[config.mk]
export PLATFORM = sky130hd
export DESIGN_NAME = vwd_match
export DESIGN_NICKNAME = d
export VERILOG_FILES = /design/src/vwd_pkg.sv /design/src/vwd_match.sv
export SDC_FILE = /design/constraint.sdc
export NUM_CORES = 2
export LEC_CHECK = 0
export CAP_MARGIN = 20
export CORE_MARGIN = 3
export CORE_UTILIZATION = 32
export CTS_BUF_LIST = sky130_fd_sc_hd__clkbuf_16
export DETAILED_ROUTE_END_ITERATION = 7
export DONT_BUFFER_PORTS = 1
export GPL_TIMING_DRIVEN = 0
export SLEW_MARGIN = 15
export SYNTH_ARGS = -nofsm -noshare
export SYNTH_HDL_FRONTEND = slang
export SYNTH_SLANG_ARGS = --single-unit
[constraint.sdc]
create_clock -name clk -period 9.2 [get_ports clk]
set_input_delay 1.84 -clock clk [delete_from_list [all_inputs] [get_ports clk]]
set_output_delay 1.84 -clock clk [all_outputs]
set_load 0.02 [all_outputs]
[src/vwd_pkg.sv]
// Package: widths, register codes and the result, config and vertex types of the vertex weld block.
`timescale 1ns / 1ps
package vwd_pkg;
  localparam int MaxVerts = 1024;
  localparam int IdxW = $clog2(MaxVerts);
  localparam int CntW = IdxW + 1;
  localparam int OutIdxW = 10;
  localparam int EntryW = 32 * 5 + 48;
  localparam int AddrW = 4;

  localparam logic [AddrW-1:0] RegPosTol = 4'h0;
  localparam logic [AddrW-1:0] RegTexTol = 4'h4;
  localparam logic [AddrW-1:0] RegCosThr = 4'h8;

  typedef struct packed {
    logic [OutIdxW-1:0] vertex_index;
    logic               is_new;
    logic               table_full;
  } result_t;

  typedef struct packed {
    logic [15:0] pos_tol;
    logic [15:0] tex_tol;
    logic [14:0] cos_thr;
  } cfg_t;

  typedef struct packed {
    logic signed [31:0] pos_x;
    logic signed [31:0] pos_y;
    logic signed [31:0] pos_z;
    logic signed [31:0] tex_s;
    logic signed [31:0] tex_t;
    logic signed [15:0] normal_x;
    logic signed [15:0] normal_y;
    logic signed [15:0] normal_z;
  } vtx_t;
endpackage

[src/vwd_match.sv]
// Shared compare unit: two pipelined stages test one stored entry against the request.
`timescale 1ns / 1ps
module vwd_match (
  input  logic           clk,
  input  vwd_pkg::cfg_t  cfg,
  input  vwd_pkg::vtx_t  cur,
  input  vwd_pkg::vtx_t  ent,
  output logic           hit
);
  logic               geo_ok_r;
  logic               zero_ok_r;
  logic signed [32:0] dot_nxt;
  logic               dot_ge;
  logic signed [31:0] nx_r;
  logic signed [31:0] ny_r;
  logic signed [31:0] nz_r;

  function automatic logic near(input logic signed [31:0] a, input logic signed [31:0] b,
                                input logic [15:0] tol);
    logic signed [32:0] d;
    logic [32:0] m;
    begin
      d = 33'(a) - 33'(b);
      m = d[32] ? 33'(-d) : 33'(d);
      near = m <= {17'd0, tol};
    end
  endfunction

  // stage one: tolerance tests, the zero-normal test and the three normal products
  always_ff @(posedge clk) begin
    geo_ok_r  <= near(ent.pos_x, cur.pos_x, cfg.pos_tol) &&
                 near(ent.pos_y, cur.pos_y, cfg.pos_tol) &&
                 near(ent.pos_z, cur.pos_z, cfg.pos_tol) &&
                 near(ent.tex_s, cur.tex_s, cfg.tex_tol) &&
                 near(ent.tex_t, cur.tex_t, cfg.tex_tol);
    zero_ok_r <= (ent.normal_x == 16'sd0) && (ent.normal_y == 16'sd0) &&
                 (ent.normal_z == 16'sd0) && (cur.normal_x == 16'sd0) &&
                 (cur.normal_y == 16'sd0) && (cur.normal_z == 16'sd0);
    nx_r <= ent.normal_x * cur.normal_x;
    ny_r <= ent.normal_y * cur.normal_y;
    nz_r <= ent.normal_z * cur.normal_z;
  end

  // stage two: sum products and compare against the scaled threshold
  assign dot_nxt = 33'(nx_r) + 33'(ny_r) + 33'(nz_r);
  assign dot_ge  = dot_nxt >= $signed({4'd0, cfg.cos_thr, 14'd0});
  assign hit     = geo_ok_r && (zero_ok_r || dot_ge);
endmodule

==> flow_metrics.env <==
export IMPL_fillers=16300
export IMPL_grt_max_degree=21
export IMPL_max_cap_violations=0
export IMPL_drt_initial_drc_count=2823
export IMPL_drive_above_1_share_pct=2.48
export IMPL_multiInputGateArea_um2=43100
export IMPL_synthCells=6138
export IMPL_synth_commonest_cells="inv_1 (1,182), fa_1 (824), nand2_1 (647)"
export IMPL_top_level_ports=465
export IMPL_tightestPinTransition_ns=1.08
export IMPL_max_slew_margin_pct=27.4
export IMPL_yosysTopAreaCellShare_pct=33.0
export IMPL_cts_tree="built"
export IMPL_status="completed"
export IMPL_slowest_delay_ns=0.46
export IMPL_grt_pass1_vias=43800
export IMPL_drc=0
export IMPL_async_flop_share_pct=0
export IMPL_required_ns=9.40
export IMPL_dp_slack_ns=-1.77
export IMPL_syn_area_um2=50000
export IMPL_via_per_inst=5.26
export IMPL_slowest_stage="or4_1"
export IMPL_num_rows=144
export IMPL_drt_pass1_iterations=6
export IMPL_gp_congestion=0.960
export IMPL_die_area_um2=161000
export IMPL_fmax_mhz=114
export IMPL_slew_violations=0
export IMPL_syn_avg_cell_area_um2=8.15
export IMPL_cts_buffers_inserted=9
export IMPL_synthTopCellsByArea="fa_1 (33%), ha_1 (13%), inv_1 (8.9%)"
export IMPL_wl_per_cell_um=20.6
export IMPL_grt_first_pass_wirelength_um=262000
export IMPL_die_w_um=401
export IMPL_rsz0062_at_grt="true"
export IMPL_final_setup_viol_count=0
export IMPL_initial_core_util_pct=32.4
export IMPL_worst_slack_ns=0.400
export IMPL_postRouteAntennaNets=0
export IMPL_synth_edf_count=0
export IMPL_cp_max_fo=10
export IMPL_ctsLongestPathBuffers=2
export IMPL_yosys_area_top_type="fa_1"
export IMPL_crit_type="in -> reg"
export IMPL_htree_num_levels=3
export IMPL_holdCritStartpoint="cur[16]"
export IMPL_setup_worst_path_start_class="primary input"
export IMPL_yosysWarnings=0
export IMPL_yosysMostFrequentCell="inv_1"
export IMPL_crit_path_end_kind="register"
export IMPL_arrival_ns=9.00
export IMPL_period_share_pct=95.7
export IMPL_cts_sinks=98
export IMPL_synth_flop_cell="dfxtp_1"
export IMPL_path_clk_slew_ns=0.08
export IMPL_fin_crit_ns=8.80
export IMPL_hold_viol_final=0
export IMPL_synth_seq_area_share_pct=3.92
export IMPL_area_growth_pct=6.37
export IMPL_coreArea_um2=155000
export IMPL_seq_area_um2=1960
export IMPL_ys_ff_latch=98
export IMPL_via_count=43300
export IMPL_grt_overflow_total=0
export IMPL_groute_usage_overall_pct=20.7
export IMPL_die_y_um=401
export IMPL_synth_nets=7963
export IMPL_antenna_found_initial=33
export IMPL_ys_types=104
export IMPL_io_buffers=0
export IMPL_wirelength_um=170000
export IMPL_hold_path_class="in -> reg"
export IMPL_hpwl_um=149000
export IMPL_startpoint="ent[48]"
export IMPL_root_buffer="clkbuf_16"
export IMPL_final_nets=7977
export IMPL_holdPathStages=1
[metal layers]
metal  global-route usage [%]  up-vias  share of wire (%)
met3                     3.76      262                6.9
met4                     7.29       12                4.2
met5                        0        -              0.047
li1                         -    20000                  -
met1                     26.9    21500                 42
met2                     34.6     1452                 47
[state kept, by name, summed over array words and instances (netlist names)]
name       flops
nx_r          32
zero_ok_r      1
geo_ok_r       1
nz_r          32
ny_r          32
[repair_timing]
action | 4_1_cts | 5_1_grt
endpoints found under the setup margin | 4 | 5
buffers inserted | 0 | 1
resized for setup | 29 | 41
cloned | 0 | 0
pin swaps | 1 | 8
hold buffers | 0 | 0
[cell type report]
type                    count  area share, %
inverters                1182           8.34
flip-flops and latches     98           3.69
diodes                     22          0.103
clock inverters             7          0.153
multi-input cells        4668           81.0
well taps                2044           4.81
plain buffers             188           1.45
repair buffers              5         0.0517
clock buffers               9          0.423
[final timing paths]
kind / endpoint / slack, ns
worst min-delay path: ny_r[0] / 1.63
worst max-delay path: geo_ok_r / 0.40
[cells by family after synthesis]
logic type      Yosys count  share of synthesized area [%]
buf+inv                1372                           10.4
xor+xnor                318                           5.57
compound gates         1079                           14.3
mux                      16                          0.330
flops                    98                           3.92
fa+ha+maj              1361                           46.4
simple gates           1894                           19.1
[critical path: cells and delay by family]
family | cells | cell delay [ns]
simple gates | 10 | 2.58
fa+ha+maj | 3 | 0.85
buf+inv | 4 | 0.55
xor+xnor | 1 | 0.14
compound gates | 13 | 3.01
[metrics by stage]
| stage | cell area [um2] | hold slack (ns) | setup TNS (ns) | utilization, % | std cells |
|---|---|---|---|---|---|
| after floorplan | 50000 | 1.96 | 0 | - | 6138 |
| after global placement | 52600 | 1.99 | -3.23 | 34.0 | 8182 |
| after detailed placement | 52600 | 1.98 | -3.22 | 34.0 | 8185 |
| after CTS | 53000 | 1.63 | 0 | 34.3 | 8199 |
| after global routing | 53200 | 1.62 | -0.109 | 34.4 | 8218 |
| final | 53200 | 1.63 | 0 | 34.4 | 8223 |
[layout by cell type, fill, tap and decap left out, types with 33 or more instances in the layout]
master and count:
a211oi_1 42, nand3_1 100, nor2_1 273, nand4_1 52
ha_1 537, dfxtp_1 98, a21o_1 100, a31oi_1 37
xor2_1 100, or3_1 39, o211ai_1 38, o21bai_1 40
xnor2_1 218, and2_1 339, nor4_1 58, o31ai_1 33
o21ai_0 182, nor2b_1 45, o21a_1 72, nand2_1 647
nor3_1 92, clkbuf_1 160, and3_1 43, a21oi_1 303
nand2b_1 75, inv_1 1182, fa_1 824
Power is not shown: default switching activity piles up to over one toggle a cycle in this logic, so the estimate is an artifact.
